File: config.mk
export PLATFORM = sky130hd
export DESIGN_NAME = notification_message_parser
export DESIGN_NICKNAME = d
export VERILOG_FILES = /design/src/hdl/nmp_pkg.sv /design/src/hdl/nmp_store.sv /design/src/hdl/nmp_ctrl.sv /design/src/hdl/notification_message_parser.sv
export SDC_FILE = /design/constraint.sdc
export NUM_CORES = 1
export LEC_CHECK = 0
export BUFFER_PORTS_ARGS = -buffer_cell sky130_fd_sc_hd__buf_2
export CELL_PAD_IN_SITES_DETAIL_PLACEMENT = 1
export CELL_PAD_IN_SITES_GLOBAL_PLACEMENT = 1
export CORE_MARGIN = 2
export CORE_UTILIZATION = 55
export CTS_BUF_LIST = sky130_fd_sc_hd__clkbuf_2
export CTS_CLUSTER_DIAMETER = 60
export DETAILED_ROUTE_END_ITERATION = 7
export MAX_ROUTING_LAYER = met4
export PLACE_DENSITY_LB_ADDON = 0.1
export SYNTH_ARGS = -nofsm -noshare
export SYNTH_HDL_FRONTEND = slang
export SYNTH_SLANG_ARGS = --single-unit
File: constraint.sdc
create_clock -name aclk -period 9.1 [get_ports aclk]
set_input_delay 1.365 -clock aclk [delete_from_list [all_inputs] [get_ports aclk]]
set_output_delay 1.365 -clock aclk [all_outputs]
set_load 0.02 [all_outputs]
File: src/hdl/nmp_pkg.sv
// Package for the notification message parser.
// Holds the sequencer states, result word layout, codes and byte helpers.
// No dependencies.
package nmp_pkg;

    localparam int OFF_W = 11;

    localparam logic [1:0] KIND_SUMMARY = 2'd0;
    localparam logic [1:0] KIND_SENDER  = 2'd1;
    localparam logic [1:0] KIND_MESSAGE = 2'd2;

    localparam logic [2:0] ST_TEXT_OK   = 3'd0;
    localparam logic [2:0] ST_BIN_OK    = 3'd1;
    localparam logic [2:0] ST_BIN_TRUNC = 3'd3;
    localparam logic [2:0] ST_OVERFLOW  = 3'd4;

    localparam logic [7:0]  BIN_MARK  = 8'h01;
    localparam logic [7:0]  CH_COLON  = 8'h3A;
    localparam logic [7:0]  CH_SPACE  = 8'h20;
    localparam logic [7:0]  FULL_BYTE = 8'hFF;
    localparam logic [11:0] DUR_ON    = 12'd3000;
    localparam logic [OFF_W-1:0] BIN_MIN_LEN = 11'd9;
    localparam logic [OFF_W-1:0] FROM_MIN_LEN = 11'd6;

    typedef enum logic [4:0] {
        S_LOAD, S_WAIT,
        S_B_CC, S_B_R, S_B_G, S_B_B, S_B_VIB, S_B_TL, S_B_SCR,
        S_APP, S_MSG,
        S_T_PFX, S_T_SCAN, S_T_SND, S_T_WS,
        S_SUM
    } state_t;

    typedef enum logic [1:0] {
        MODE_BIN, MODE_PLAIN, MODE_FROM
    } mode_t;

    typedef struct packed {
        logic [1:0]  kind;
        logic [7:0]  ch;
        logic [2:0]  status;
        logic [7:0]  red;
        logic [7:0]  green;
        logic [7:0]  blue;
        logic [11:0] effect_time;
        logic [7:0]  vibration_mode;
        logic [7:0]  screen_fx;
        logic        last;
    } result_t;

    function automatic logic [7:0] app_char(input logic [1:0] idx);
        logic [7:0] c;
        unique case (idx)
            2'd0:    c = 8'h41;
            default: c = 8'h70;
        endcase
        return c;
    endfunction

    function automatic logic [7:0] pfx_char(input logic [2:0] idx);
        logic [7:0] c;
        unique case (idx)
            3'd0:    c = 8'h66;
            3'd1:    c = 8'h72;
            3'd2:    c = 8'h6F;
            3'd3:    c = 8'h6D;
            default: c = 8'h20;
        endcase
        return c;
    endfunction

    function automatic logic [7:0] to_lower(input logic [7:0] c);
        return (c >= 8'h41 && c <= 8'h5A) ? c + 8'h20 : c;
    endfunction

    function automatic logic is_ws(input logic [7:0] c);
        return (c == CH_SPACE) || (c >= 8'h09 && c <= 8'h0D);
    endfunction

endpackage

File: src/hdl/nmp_store.sv
// Packet byte store: one write port, one read port with registered data.
// No dependencies.
module nmp_store #(
    parameter int DEPTH = 64,
    parameter int AW    = 6
) (
    input  logic          aclk,
    input  logic          we,
    input  logic [AW-1:0] waddr,
    input  logic [7:0]    wdata,
    input  logic [AW-1:0] raddr,
    output logic [7:0]    rdata
);

    logic [7:0] mem [DEPTH];

    always_ff @(posedge aclk) begin
        if (we) begin
            mem[waddr] <= wdata;
        end
        rdata <= mem[raddr];
    end

endmodule

File: src/hdl/nmp_ctrl.sv
// Load counter, parse sequencer and result register of the parser.
// Depends on nmp_pkg; reads the packet through nmp_store.
module nmp_ctrl #(
    parameter int PACKET_MAX  = 64,
    parameter int SENDER_MAX  = 16,
    parameter int MESSAGE_MAX = 48,
    parameter int AW          = 6,
    parameter int CW          = 7
) (
    input  logic             aclk,
    input  logic             aresetn,
    input  logic             s_valid,
    output logic             s_ready,
    input  logic [7:0]       s_byte,
    input  logic             s_last,
    output logic             m_valid,
    input  logic             m_ready,
    output nmp_pkg::result_t m_res,
    output logic             mem_we,
    output logic [AW-1:0]    mem_waddr,
    output logic [7:0]       mem_wdata,
    output logic [AW-1:0]    mem_raddr,
    input  logic [7:0]       mem_rdata
);
    import nmp_pkg::*;

    localparam logic [OFF_W-1:0] PKT_LIM = OFF_W'(PACKET_MAX);
    localparam logic [OFF_W-1:0] SND_LIM = OFF_W'(SENDER_MAX);
    localparam logic [OFF_W-1:0] MSG_LIM = OFF_W'(MESSAGE_MAX - 1);
    localparam logic [CW-1:0]    SND_START = CW'(5);

    state_t state_reg, state_next, ret_reg, ret_next;
    mode_t  mode_reg, mode_next;
    logic [CW-1:0] len_reg, len_next, ptr_reg, ptr_next, end_reg, end_next;
    logic [CW-1:0] colon_reg, colon_next, lastns_reg, lastns_next;
    logic [OFF_W-1:0] off_reg, off_next;
    logic [7:0] sum_reg, sum_next, first_reg, first_next;
    logic ovf_reg, ovf_next, hasns_reg, hasns_next, match_reg, match_next;
    logic [1:0] app_idx_reg, app_idx_next;
    logic [2:0] status_reg, status_next;
    logic [7:0] red_reg, red_next, green_reg, green_next, blue_reg, blue_next;
    logic [11:0] dur_reg, dur_next;
    logic [7:0] vib_reg, vib_next, scr_reg, scr_next;
    logic mv_reg, mv_next;
    result_t res_reg, res_next, out_res;
    logic out_fire, s_fire, full;

    assign full      = (OFF_W'(len_reg) == PKT_LIM);
    assign s_fire    = s_valid && s_ready;
    assign mem_we    = s_fire && !full;
    assign mem_waddr = len_reg[AW-1:0];
    assign mem_wdata = s_byte;
    assign mem_raddr = ptr_reg[AW-1:0];
    assign m_valid   = mv_reg;
    assign m_res     = res_reg;

    // Output decode: handshake and the word offered in each emitting state.
    always_comb begin
        logic ofree;
        ofree    = !mv_reg || m_ready;
        s_ready  = (state_reg == S_LOAD);
        out_fire = 1'b0;
        out_res  = '0;
        unique case (state_reg)
            S_APP: begin
                out_fire     = ofree;
                out_res.kind = KIND_SENDER;
                out_res.ch   = app_char(app_idx_reg);
            end
            S_T_SND: begin
                out_fire     = ofree;
                out_res.kind = KIND_SENDER;
                out_res.ch   = mem_rdata;
            end
            S_MSG: begin
                out_fire     = ofree && (mem_rdata != 8'd0);
                out_res.kind = KIND_MESSAGE;
                out_res.ch   = mem_rdata;
            end
            S_SUM: begin
                out_fire               = ofree;
                out_res.kind           = KIND_SUMMARY;
                out_res.status         = status_reg;
                out_res.red            = red_reg;
                out_res.green          = green_reg;
                out_res.blue           = blue_reg;
                out_res.effect_time    = dur_reg;
                out_res.vibration_mode = vib_reg;
                out_res.screen_fx      = scr_reg;
                out_res.last           = 1'b1;
            end
            default: begin
            end
        endcase
    end

    // Next state and datapath.
    always_comb begin
        logic [OFF_W-1:0] lenx, rdx, o, plen;
        logic [CW-1:0] lenp1, rd_p, ws_p, wsd_p, p1, send_end;
        state_t rd_ret;
        logic do_read, do_plain, do_msgdone, do_ws, do_wsdone, do_after_app;
        logic [7:0] first_v;

        state_next = state_reg;  ret_next = ret_reg;  mode_next = mode_reg;
        len_next = len_reg;  ptr_next = ptr_reg;  end_next = end_reg;
        colon_next = colon_reg;  lastns_next = lastns_reg;  off_next = off_reg;
        sum_next = sum_reg;  first_next = first_reg;  ovf_next = ovf_reg;
        hasns_next = hasns_reg;  match_next = match_reg;  app_idx_next = app_idx_reg;
        status_next = status_reg;  red_next = red_reg;  green_next = green_reg;
        blue_next = blue_reg;  dur_next = dur_reg;  vib_next = vib_reg;
        scr_next = scr_reg;

        lenx  = OFF_W'(len_reg);
        rdx   = OFF_W'(mem_rdata);
        lenp1 = len_reg + CW'(1);
        plen  = lenx;
        o     = '0;
        rd_p = '0;  ws_p = '0;  wsd_p = '0;  p1 = ptr_reg + CW'(1);  send_end = '0;
        rd_ret = S_WAIT;
        do_read = 1'b0;  do_plain = 1'b0;  do_msgdone = 1'b0;
        do_ws = 1'b0;  do_wsdone = 1'b0;  do_after_app = 1'b0;
        first_v = (len_reg == '0) ? s_byte : first_reg;

        unique case (state_reg)
            S_LOAD: begin
                if (s_fire) begin
                    if (!full) begin
                        len_next   = lenp1;
                        sum_next   = sum_reg + s_byte;
                        first_next = first_v;
                    end else begin
                        ovf_next = 1'b1;
                    end
                    if (s_last) begin
                        red_next = '0;  green_next = '0;  blue_next = '0;
                        dur_next = '0;  vib_next = '0;  scr_next = '0;
                        if (ovf_reg || full) begin
                            status_next = ST_OVERFLOW;
                            state_next  = S_SUM;
                        end else if (OFF_W'(lenp1) >= BIN_MIN_LEN && first_v == BIN_MARK
                                     && s_byte == sum_reg) begin
                            mode_next   = MODE_BIN;
                            status_next = ST_BIN_TRUNC;
                            do_read = 1'b1;  rd_p = CW'(4);  rd_ret = S_B_CC;
                        end else begin
                            status_next = ST_TEXT_OK;
                            red_next = FULL_BYTE;  green_next = FULL_BYTE;
                            blue_next = FULL_BYTE;  dur_next = DUR_ON;
                            vib_next = 8'd1;
                            if (OFF_W'(lenp1) > FROM_MIN_LEN) begin
                                match_next = 1'b1;
                                do_read = 1'b1;  rd_p = '0;  rd_ret = S_T_PFX;
                            end else begin
                                do_plain = 1'b1;
                                plen = OFF_W'(lenp1);
                            end
                        end
                    end
                end
            end
            S_WAIT: state_next = ret_reg;
            S_B_CC: begin
                o = OFF_W'(5) + rdx * OFF_W'(3);
                if (o > lenx) begin
                    state_next = S_SUM;
                end else begin
                    off_next = o;
                    if (mem_rdata != 8'd0) begin
                        do_read = 1'b1;  rd_p = CW'(5);  rd_ret = S_B_R;
                    end else if (o + OFF_W'(2) > lenx) begin
                        state_next = S_SUM;
                    end else begin
                        do_read = 1'b1;  rd_p = o[CW-1:0];  rd_ret = S_B_VIB;
                    end
                end
            end
            S_B_R: begin
                red_next = mem_rdata;
                do_read = 1'b1;  rd_p = CW'(6);  rd_ret = S_B_G;
            end
            S_B_G: begin
                green_next = mem_rdata;
                do_read = 1'b1;  rd_p = CW'(7);  rd_ret = S_B_B;
            end
            S_B_B: begin
                blue_next = mem_rdata;
                dur_next  = DUR_ON;
                if (off_reg + OFF_W'(2) > lenx) begin
                    state_next = S_SUM;
                end else begin
                    do_read = 1'b1;  rd_p = off_reg[CW-1:0];  rd_ret = S_B_VIB;
                end
            end
            S_B_VIB: begin
                vib_next = mem_rdata;
                o = off_reg + OFF_W'(2);
                if (o + OFF_W'(1) > lenx) begin
                    state_next = S_SUM;
                end else begin
                    off_next = o;
                    do_read = 1'b1;  rd_p = o[CW-1:0];  rd_ret = S_B_TL;
                end
            end
            S_B_TL: begin
                o = off_reg + OFF_W'(1);
                if (o + rdx > lenx) begin
                    // The text runs past the end: only the status survives.
                    vib_next = '0;  red_next = '0;  green_next = '0;
                    blue_next = '0;  dur_next = '0;
                    state_next = S_SUM;
                end else begin
                    status_next  = ST_BIN_OK;
                    ptr_next     = o[CW-1:0];
                    end_next     = CW'(o + ((rdx > MSG_LIM) ? MSG_LIM : rdx));
                    off_next     = o + rdx;
                    app_idx_next = '0;
                    state_next   = S_APP;
                end
            end
            S_B_SCR: begin
                scr_next   = mem_rdata;
                state_next = S_SUM;
            end
            S_APP: begin
                if (out_fire) begin
                    if (app_idx_reg == 2'd2) begin
                        do_after_app = 1'b1;
                    end else begin
                        app_idx_next = app_idx_reg + 2'd1;
                    end
                end
            end
            S_MSG: begin
                if (mem_rdata == 8'd0) begin
                    do_msgdone = 1'b1;
                end else if (out_fire) begin
                    if (p1 == end_reg) begin
                        do_msgdone = 1'b1;
                    end else begin
                        do_read = 1'b1;  rd_p = p1;  rd_ret = S_MSG;
                    end
                end
            end
            S_T_PFX: begin
                if (ptr_reg == CW'(4)) begin
                    if (match_reg && to_lower(mem_rdata) == pfx_char(ptr_reg[2:0])) begin
                        hasns_next = 1'b0;
                        do_read = 1'b1;  rd_p = SND_START;  rd_ret = S_T_SCAN;
                    end else begin
                        do_plain = 1'b1;
                    end
                end else begin
                    match_next = match_reg && (to_lower(mem_rdata) == pfx_char(ptr_reg[2:0]));
                    do_read = 1'b1;  rd_p = p1;  rd_ret = S_T_PFX;
                end
            end
            S_T_SCAN: begin
                if (mem_rdata == 8'd0) begin
                    do_plain = 1'b1;
                end else if (mem_rdata == CH_COLON) begin
                    mode_next  = MODE_FROM;
                    colon_next = ptr_reg;
                    o = OFF_W'(ptr_reg - SND_START);
                    if (o != '0 && o < SND_LIM) begin
                        send_end = hasns_reg ? lastns_reg + CW'(1) : SND_START;
                        if (send_end == SND_START) begin
                            do_ws = 1'b1;  ws_p = p1;
                        end else begin
                            end_next = send_end;
                            do_read = 1'b1;  rd_p = SND_START;  rd_ret = S_T_SND;
                        end
                    end else begin
                        ptr_next     = p1;
                        app_idx_next = '0;
                        state_next   = S_APP;
                    end
                end else begin
                    if (mem_rdata != CH_SPACE) begin
                        lastns_next = ptr_reg;
                        hasns_next  = 1'b1;
                    end
                    if (p1 == len_reg) begin
                        do_plain = 1'b1;
                    end else begin
                        do_read = 1'b1;  rd_p = p1;  rd_ret = S_T_SCAN;
                    end
                end
            end
            S_T_SND: begin
                if (out_fire) begin
                    if (p1 == end_reg) begin
                        do_ws = 1'b1;  ws_p = colon_reg + CW'(1);
                    end else begin
                        do_read = 1'b1;  rd_p = p1;  rd_ret = S_T_SND;
                    end
                end
            end
            S_T_WS: begin
                if (is_ws(mem_rdata)) begin
                    if (p1 < len_reg) begin
                        do_read = 1'b1;  rd_p = p1;  rd_ret = S_T_WS;
                    end else begin
                        do_wsdone = 1'b1;  wsd_p = p1;
                    end
                end else begin
                    do_wsdone = 1'b1;  wsd_p = ptr_reg;
                end
            end
            S_SUM: begin
                if (out_fire) begin
                    len_next   = '0;
                    sum_next   = '0;
                    ovf_next   = 1'b0;
                    state_next = S_LOAD;
                end
            end
            default: state_next = S_LOAD;
        endcase

        if (do_after_app) begin
            if (mode_reg == MODE_FROM) begin
                do_ws = 1'b1;  ws_p = ptr_reg;
            end else if (ptr_reg == end_reg) begin
                do_msgdone = 1'b1;
            end else begin
                do_read = 1'b1;  rd_p = ptr_reg;  rd_ret = S_MSG;
            end
        end
        if (do_ws) begin
            if (ws_p < len_reg) begin
                do_read = 1'b1;  rd_p = ws_p;  rd_ret = S_T_WS;
            end else begin
                do_wsdone = 1'b1;  wsd_p = ws_p;
            end
        end
        if (do_wsdone) begin
            o = OFF_W'(len_reg - wsd_p);
            if (o != '0 && o <= MSG_LIM) begin
                end_next = len_reg;
                do_read = 1'b1;  rd_p = wsd_p;  rd_ret = S_MSG;
            end else begin
                state_next = S_SUM;
            end
        end
        if (do_msgdone) begin
            if (mode_reg == MODE_BIN && off_reg < lenx) begin
                do_read = 1'b1;  rd_p = off_reg[CW-1:0];  rd_ret = S_B_SCR;
            end else begin
                state_next = S_SUM;
            end
        end
        if (do_plain) begin
            mode_next    = MODE_PLAIN;
            ptr_next     = '0;
            end_next     = CW'((plen > MSG_LIM) ? MSG_LIM : plen);
            app_idx_next = '0;
            state_next   = S_APP;
        end
        if (do_read) begin
            ptr_next   = rd_p;
            ret_next   = rd_ret;
            state_next = S_WAIT;
        end

        mv_next  = mv_reg;
        res_next = res_reg;
        if (out_fire) begin
            mv_next  = 1'b1;
            res_next = out_res;
        end else if (m_ready) begin
            mv_next = 1'b0;
        end
    end

    always_ff @(posedge aclk) begin
        if (!aresetn) begin
            state_reg <= S_LOAD;
            len_reg   <= '0;
            sum_reg   <= '0;
            ovf_reg   <= 1'b0;
            mv_reg    <= 1'b0;
        end else begin
            state_reg <= state_next;
            len_reg   <= len_next;
            sum_reg   <= sum_next;
            ovf_reg   <= ovf_next;
            mv_reg    <= mv_next;
        end
    end

    always_ff @(posedge aclk) begin
        ret_reg     <= ret_next;     mode_reg    <= mode_next;
        ptr_reg     <= ptr_next;     end_reg     <= end_next;
        colon_reg   <= colon_next;   lastns_reg  <= lastns_next;
        off_reg     <= off_next;     first_reg   <= first_next;
        hasns_reg   <= hasns_next;   match_reg   <= match_next;
        app_idx_reg <= app_idx_next; status_reg  <= status_next;
        red_reg     <= red_next;     green_reg   <= green_next;
        blue_reg    <= blue_next;    dur_reg     <= dur_next;
        vib_reg     <= vib_next;     scr_reg     <= scr_next;
        res_reg     <= res_next;
    end

endmodule

File: src/hdl/notification_message_parser.sv
// Top level of the notification message parser.
// Depends on nmp_pkg, nmp_store and nmp_ctrl.
//
// Bytes of a packet are accepted one per cycle and stored until the word
// marked with s_tlast; the packet is then parsed by a sequencer that reads
// the store through its single registered read port and emits sender
// characters, message characters and a closing summary word (m_tlast high).
// Every store read passes through the S_WAIT state, and each stored byte is
// read at most twice (once while the text form is checked, once when it is
// copied out); a receiver stall of the output register also holds up the
// parse. Input is not accepted from the last byte of a packet until its
// summary word has entered the output register. An overflowed packet goes
// straight to its summary.
module notification_message_parser #(
    parameter int PACKET_MAX  = 64,
    parameter int SENDER_MAX  = 16,
    parameter int MESSAGE_MAX = 48
) (
    input  logic        aclk,
    input  logic        aresetn,
    input  logic        s_tvalid,
    output logic        s_tready,
    input  logic [7:0]  s_tdata,   // byte_value
    input  logic        s_tlast,   // last_byte
    output logic        m_tvalid,
    input  logic        m_tready,
    // kind[1:0], ch[9:2], status[12:10], red[20:13], green[28:21],
    // blue[36:29], effect_time[48:37], vibration_mode[56:49],
    // screen_fx[64:57], zero fill to 72 bits
    output logic [71:0] m_tdata,
    output logic        m_tlast    // last
);
    import nmp_pkg::*;

    localparam int AW = $clog2(PACKET_MAX);
    localparam int CW = $clog2(PACKET_MAX + 1);

    result_t       res;
    logic          mem_we;
    logic [AW-1:0] mem_waddr, mem_raddr;
    logic [7:0]    mem_wdata, mem_rdata;

    nmp_store #(
        .DEPTH(PACKET_MAX),
        .AW   (AW)
    ) u_store (
        .aclk (aclk),
        .we   (mem_we),
        .waddr(mem_waddr),
        .wdata(mem_wdata),
        .raddr(mem_raddr),
        .rdata(mem_rdata)
    );

    nmp_ctrl #(
        .PACKET_MAX (PACKET_MAX),
        .SENDER_MAX (SENDER_MAX),
        .MESSAGE_MAX(MESSAGE_MAX),
        .AW         (AW),
        .CW         (CW)
    ) u_ctrl (
        .aclk     (aclk),
        .aresetn  (aresetn),
        .s_valid  (s_tvalid),
        .s_ready  (s_tready),
        .s_byte   (s_tdata),
        .s_last   (s_tlast),
        .m_valid  (m_tvalid),
        .m_ready  (m_tready),
        .m_res    (res),
        .mem_we   (mem_we),
        .mem_waddr(mem_waddr),
        .mem_wdata(mem_wdata),
        .mem_raddr(mem_raddr),
        .mem_rdata(mem_rdata)
    );

    assign m_tdata = {7'd0, res.screen_fx, res.vibration_mode, res.effect_time,
                      res.blue, res.green, res.red, res.status, res.ch, res.kind};
    assign m_tlast = res.last;

endmodule

; ---- Word-level counts from Yosys, hierarchy flattened
; Memories as Yosys holds them, arrays and structs flattened. A register that Yosys moved wholly into a read port is not among the register bits.
; Index checks and enable logic that the tools add are counted.
[word_totals]
reg_bits = 201
ramBits = 512
inputBits = 13
elab_cells = 475
mem_count = 1
[classes]
n_addsub = 16
mul = 1
n_lt_le_gt_ge = 18
n_eq_ne = 60
n_mux = 276
bitwise = 4
reduce_logical = 64
[memory_table]
columns = memory, words, word_bits, read_ports, rd_ports_with_merged_regs, write_ports, line_no
row1 = u_store.mem, 64, 8, 1, 1, 1, nmp_store.sv:15  ; logic [7:0] mem [DEPTH];
[ops]
columns = cell, count
row1 = 7-bit two-way mux, 61
row2 = 5-bit two-way mux, 38
row3 = 8-bit two-way mux, 19
row4 = 8-bit one-hot mux with 3 select lines, 4
row5 = 11-bit two-way mux, 8
row6 = 1-bit two-way mux, 83
row7 = 7-bit one-hot mux with 11 select lines, 1
row8 = 12-bit two-way mux, 5
row9 = 7-bit one-hot mux with 2 select lines, 4
row10 = 11-bit by 7-bit greater-than comparator with 1-bit output, 5
row11 = 5-bit one-hot mux with 11 select lines, 1
row12 = 5-bit one-hot mux with 10 select lines, 1
row13 = 8-bit one-hot mux with 2 select lines, 3
row14 = 5-bit by 4-bit == test with 1-bit output (second input constant), 8
row15 = 4-bit two-way mux, 9
row16 = 12-bit one-hot mux with 3 select lines, 1
row17 = 4-bit AND reduction, 9
row18 = 3-bit two-way mux, 11
row19 = 11-bit one-hot mux with 3 select lines, 1
row20 = 2-bit != test (second input constant), 16
row21 = 7-bit by 1-bit adder with 7-bit output (second input constant), 4
row22 = 7-bit one-hot mux with 4 select lines, 1
row23 = 2-bit two-way mux, 13
row24 = 8-bit == test, 3
row25 = 66 further kinds, 130

; ---- Longest topological paths before layout
[logic_depth]
word_depth = 22
mapped_depth = 33
depth_no_buf = 27

; ---- Cells and area by module
; From an unflattened synthesis, not the netlist that was laid out.
[hier_totals]
hier_cells = 2567
hier_area_um2 = 34521.9
[by_module_without_submodules]
columns = mod, n_inst, cells_each, area_per_inst_um2, seq_area_each_um2
row1 = nmp_store, 1, 972, 20190.6, 15534.9
row2 = nmp_ctrl, 1, 1587, 14274.9, 5014.8
row3 = notification_message_parser, 1, 8, 56.3, 0.0

; ---- Worst setup path after synthesis
; Ideal clock, no wire load.
[synth_path]
kind = flip-flop to flip-flop
from = register u_ctrl.ptr_reg[1]
to = register u_ctrl.ptr_reg[0] (enable)
setup_time_ps = 381
arrival_time_ps = 7087
setup_slack_ps = 1632
path_stages_with_launch = 30
n_path_buf = 5
path_cell_list = edfxtp_1 buf_2 clkbuf_1 clkbuf_1 inv_1 ha_1 nor4b_1 a31o_2 a2111o_1 buf_2 o32ai_1 a21o_1 ha_1 a21o_1 a21o_1 a211oi_1 a21oi_1 a22oi_1 ha_1 a21o_1 a21oi_1 nand2b_1 a311o_1 o22ai_1 or3b_2 a32oi_1 or4_1 buf_2 nor2_1 o21ai_0
[synth_via]
elab_chain_cells = 21
word_cells_on_any_way = 89
[synth_lines]
columns = item, line_no
row1 = "start, declared", nmp_ctrl.sv:34  ; logic [CW-1:0] len_reg, len_next, ptr_reg, ptr_next, end_reg, end_next;
row2 = "start signal, assigned", nmp_ctrl.sv:394  ; ptr_reg <= ptr_next; end_reg <= end_next;
row3 = 7-bit by 3-bit subtractor with 8-bit output, nmp_ctrl.sv:264  ; o = OFF_W'(ptr_reg - SND_START);
row4 = 11-bit by 5-bit < comparator with 1-bit output / 11-bit nonzero test (equally long branches), nmp_ctrl.sv:265  ; if (o != '0 && o < SND_LIM) begin
row5 = 1-bit logical AND, nmp_ctrl.sv:265
row6 = 7-bit two-way mux, nmp_ctrl.sv:265
row7 = 7-bit two-way mux, nmp_ctrl.sv:261  ; end else if (mem_rdata == CH_COLON) begin
row8 = 7-bit two-way mux, nmp_ctrl.sv:259  ; if (mem_rdata == 8'd0) begin
row9 = 7-bit one-hot mux with 2 select lines, nmp_ctrl.sv:125  ; unique case (state_reg)
row10 = 7-bit two-way mux, nmp_ctrl.sv:322  ; if (mode_reg == MODE_FROM) begin
row11 = [... 5 more ...], --
row12 = 11-bit by 6-bit <= comparator with 1-bit output / 11-bit nonzero test (equally long branches), nmp_ctrl.sv:339  ; if (o != '0 && o <= MSG_LIM) begin
row13 = 1-bit logical AND, nmp_ctrl.sv:339
row14 = 1-bit two-way mux, nmp_ctrl.sv:339
row15 = 1-bit two-way mux, nmp_ctrl.sv:337  ; if (do_wsdone) begin
row16 = 1-bit two-way mux, nmp_ctrl.sv:347  ; if (mode_reg == MODE_BIN && off_reg < lenx) begin
row17 = 1-bit two-way mux, nmp_ctrl.sv:346  ; if (do_msgdone) begin
row18 = "4-bit != test (no line), or another cell as far along", --
row19 = 5-bit AND reduction (no line) *, --
; Mark *: on every way between the ends. The rest lies on a longest branch, timed or not. The select of a mux whose other input is x is not followed.
; A chain may end at the register's enable or synchronous reset.

; ---- Final worst setup path
[layout_path]
from = register u_store.rdata[1] (read register of u_store.mem)
to = register u_ctrl.ptr_reg[4] (enable)
[layout_via]
elab_chain_cells = 19
word_cells_on_any_way = 87
[layout_lines]
columns = item, line_no
row1 = "start, declared", nmp_store.sv:12  ; output logic [7:0] rdata
row2 = "8-bit by 2-bit multiplier with 10-bit output, or another cell as far along", nmp_ctrl.sv:164  ; o = OFF_W'(5) + rdx * OFF_W'(3);
row3 = "3-bit by 10-bit adder with 11-bit output, or another cell as far along", nmp_ctrl.sv:164
row4 = "11-bit by 2-bit adder with 11-bit output, or another cell as far along", nmp_ctrl.sv:171  ; end else if (o + OFF_W'(2) > lenx) begin
row5 = "11-bit by 7-bit greater-than comparator with 1-bit output, or another cell as far along", nmp_ctrl.sv:171
row6 = "1-bit two-way mux, or another cell as far along", nmp_ctrl.sv:171
row7 = "1-bit two-way mux, or another cell as far along", nmp_ctrl.sv:169  ; if (mem_rdata != 8'd0) begin
row8 = "1-bit two-way mux, or another cell as far along", nmp_ctrl.sv:165  ; if (o > lenx) begin
row9 = 1-bit one-hot mux with 10 select lines / 7-bit < comparator (equally long branches), "nmp_ctrl.sv:125, nmp_ctrl.sv:331"
row10 = [... 3 more ...], --
row11 = "1-bit two-way mux, or another cell as far along", nmp_ctrl.sv:331  ; if (ws_p < len_reg) begin
row12 = 1-bit two-way mux / 1-bit logical AND (equally long branches), "nmp_ctrl.sv:330, nmp_ctrl.sv:339"
row13 = 1-bit two-way mux, nmp_ctrl.sv:339
row14 = 1-bit two-way mux, nmp_ctrl.sv:337
row15 = 1-bit two-way mux, nmp_ctrl.sv:347
row16 = 1-bit two-way mux, nmp_ctrl.sv:346
row17 = "4-bit != test (no line), or another cell as far along", --
row18 = 5-bit AND reduction (no line) *, --
; Mark *: on every way between the ends. The rest lies on a longest branch, timed or not.

==> flow_metrics.py <==
metrics = {
    "status": {
        "status": "finished clean",
    },
    "power": {
        "powerDensity_nw_per_um2": 201.8,
        "leakage_nw": 12.64,
        "ir_drop_uv": 157.9,
    },
    "clock_tree": {
        "cts_tree": "yes",
        "numCtsBuffers": 171,
        "cts-resized-gates": 0,
        "insertion_delay_ns": 1.46,
        "clk_path_buf_depth": 3,
        "clkTransAtPathRegs_ns": 0.11,
        "cts-root-buf": "clkbuf_2",
        "cts_sinks": 698,
        "cts_max_level": 4,
        "cts_setup_buffers": 0,
        "hold_buffers": 0,
    },
    "synthesis": {
        "synthTopCellsByArea": "edfxtp_1, mux4_2, ha_1",
        "ys_seq_area_share_pct": 60.63,
        "synthCells": 2376,
        "synth_ff_type": "edfxtp_1",
        "async_flop_share_pct": 0,
        "synth_seq_cells": 698,
        "synth.top_cell.area_share_pct": 58.21,
        "synthTopCellsByCount": "edfxtp_1, nor2_1, mux4_2",
        "synth_enable_flop_cells": 657,
        "syn_area_um2": 33890,
        "ys_types": 86,
        "synth_area_per_cell_um2": 14.26,
        "yosys.area.top_type": "edfxtp_1",
        "yosysMostFrequentCell": "edfxtp_1",
        "ys_warn_count": 0,
    },
    "floorplanning": {
        "fp.coreArea_um2": 60580,
        "fp.dieH_um": 252.2,
        "std_cell_rows": 90,
        "die_w_um": 252.2,
        "pin_count": 88,
        "die_area_um2": 63620,
        "start_util_pct": 55.94,
    },
    "timing": {
        "tns_ns": 0,
        "max_slew_margin_pct": 8.843,
        "setup_viol": 0,
        "worst_slew_pin_slew_ns": 1.367,
        "hold_viol": 0,
        "hold_ws_ns": 0.3657,
        "maxClockFrequency_mhz": 117.0,
        "min_period_over_period_pct": 93.93,
        "drv_slew": 0,
        "rsz0062_at_grt": "no",
        "finalClockSkew_ns": 0.1416,
        "period_needed_ns": 8.548,
    },
    "grt": {
        "gr-total-overflow": 0,
        "use_met3_pct": 7.291,
        "grt_max_degree": 99,
        "grt_pass1_vias": 23550,
        "use_met2_pct": 54.31,
        "grt_pass1_wl_um": 156400,
        "grt.total_usage_pct": 35.16,
        "grt_antenna_before_repair": 6,
        "gr-usage-met1_pct": 46.61,
        "top_usage_layer": "met2",
    },
    "cells_and_area": {
        "layout.cells.non_filler": 3497,
        "fillers": 5919,
        "syn2layout_area_growth_pct": 8.727,
        "largest_reg_flops": 512,
        "drive_gt1_share_pct": 22.64,
        "finish.utilization_pct": 60.82,
        "nNetsFinal": 2717,
    },
    "worst_setup_path": {
        "start_kind": "flop",
        "cp.required_ns": 10.08,
        "crit_start": "u_store.rdata[1]$_DFF_P_",
        "arrival_ns": 9.53,
        "worst-path-max-fanout": 10,
        "critPathKind": "flop to flop",
        "reg2reg_from": "u_store.rdata[1]$_DFF_P_",
        "crit_path_end_kind": "flop",
    },
    "hold_path": {
        "hold_path.class": "input port to flop",
        "min_from": "s_tvalid",
    },
    "route": {
        "vias": 22850,
        "routed_wl_um": 106500,
        "drcViolationCount": 0,
        "drt_iter0_drc": 2514,
        "post_drt_wl_per_cell_um": 30.45,
        "drt.antenna.violating_nets": 0,
        "first_pass_iters": 5,
        "viasPerCell": 6.534,
    },
    "job": {
        "maxCapViolations": 0,
    },
    "place": {
        "port_buffers": 75,
        "dp_cells": 3182,
        "gp_congestion": 1.013,
        "dp_hpwl_um": 74420,
    },
}
-- per-layer routing --
layer  routed length (µm)  up-vias
met4                 3561        0
met1                43560    11850
li1                     -     9755
met3                 8167      199
met5                    0        -
met2                51180     1044
-- power by group --
part | internal (W) | switching, W | leakage (nW)
registers | 0.00356 | 0.0000493 | 6.09
logic | 0.000604 | 0.00106 | 5.36
clock network | 0.000819 | 0.00134 | 1.19
-- through the flow --
step / area, µm² / total power (W) / worst slack (ns)
floorplan: 33940 / 0.004728 / 1.632
global placement: 35240 / 0.005230 / 0.9581
detailed placement: 35240 / 0.005304 / 0.8927
CTS: 36830 / 0.007452 / 0.7688
global route: 36850 / 0.007750 / 0.04598
finish: 36850 / 0.007434 / 0.5522
-- area by class of cell --
cell class,count,area [µm²],area share (%)
diodes,7,17.52,0.04754
clock buffers,243,1216,3.300
clock inverters,65,372.9,1.012
inverters,71,266.5,0.7232
multi-input cells,1494,12590,34.18
flip-flops and latches,698,20550,55.77
well taps,782,978.4,2.655
repair buffers,137,853.3,2.316
-- final timing paths --
path                                   endpoint  slack, ns  cells after the start
min                 u_ctrl.ovf_reg$_SDFFE_PN0P_       0.37                      3
max                 u_ctrl.ptr_reg[4]$_DFFE_PP_       0.55                     27
min reg2reg  u_ctrl.app_idx_reg[0]$_SDFFE_PP0P_       0.46                      2
max reg2reg         u_ctrl.ptr_reg[4]$_DFFE_PP_       0.55                     27
-- critical path, cell delays in order, from the launching register on --
cell and delay [ns]:
dfxtp_1 0.74, ha_1 0.32, nand4_1 0.30, nor2_1 0.41
nand2_1 0.21, a2111o_1 0.55, o32ai_1 0.29, a21o_1 0.21
ha_1 0.18, a21o_1 0.12, a21o_1 0.13, a21oi_1 0.08
nand3_1 0.09, o211ai_1 0.09, a21oi_1 0.64, a21oi_1 0.28
fa_1 0.49, a21o_1 0.20, a21oi_1 0.42, mux2i_1 0.14
o31ai_1 0.24, o22ai_1 0.16, nand3_1 0.19, a32oi_1 0.12
buf_4 0.18, or4_1 0.55, nor2_1 0.30, o21ai_0 0.50
-- cells in the final DEF, fill, tap and decap left out, types with 16 or more instances in the layout --
cell / netlist / routed
a21o_1: 42 / 42
mux4_2: 168 / 168
nor2_1: 191 / 190
clkinv_1: 4 / 49
nand2b_1: 24 / 24
buf_4: 19 / 61
nand4_1: 23 / 23
nor2b_1: 21 / 21
a21oi_1: 101 / 100
and2_1: 55 / 55
nand3_1: 75 / 75
o21ai_0: 75 / 74
inv_1: 66 / 66
ha_1: 126 / 126
a211oi_1: 19 / 19
edfxtp_1: 657 / 657
clkbuf_2: 0 / 243
xor2_1: 30 / 30
buf_2: 7 / 75
nand2_1: 117 / 117
o211ai_1: 16 / 16
dfxtp_1: 41 / 41
nor3_1: 55 / 55
xnor2_1: 50 / 50
-- cell families after synthesis --
family / Yosys count / synth area share, %
flip-flops: 698 / 60.63
AO/OA/AOI/OAI: 406 / 8.004
other: 1 / 0.01106
buffers and inverters: 196 / 2.429
XOR/XNOR: 80 / 2.067
multiplexers: 193 / 11.95
AND/OR/NAND/NOR: 670 / 9.931
adder cells (fa/ha/maj): 132 / 4.977
Note: power is estimated with default switching activity, not from simulation.
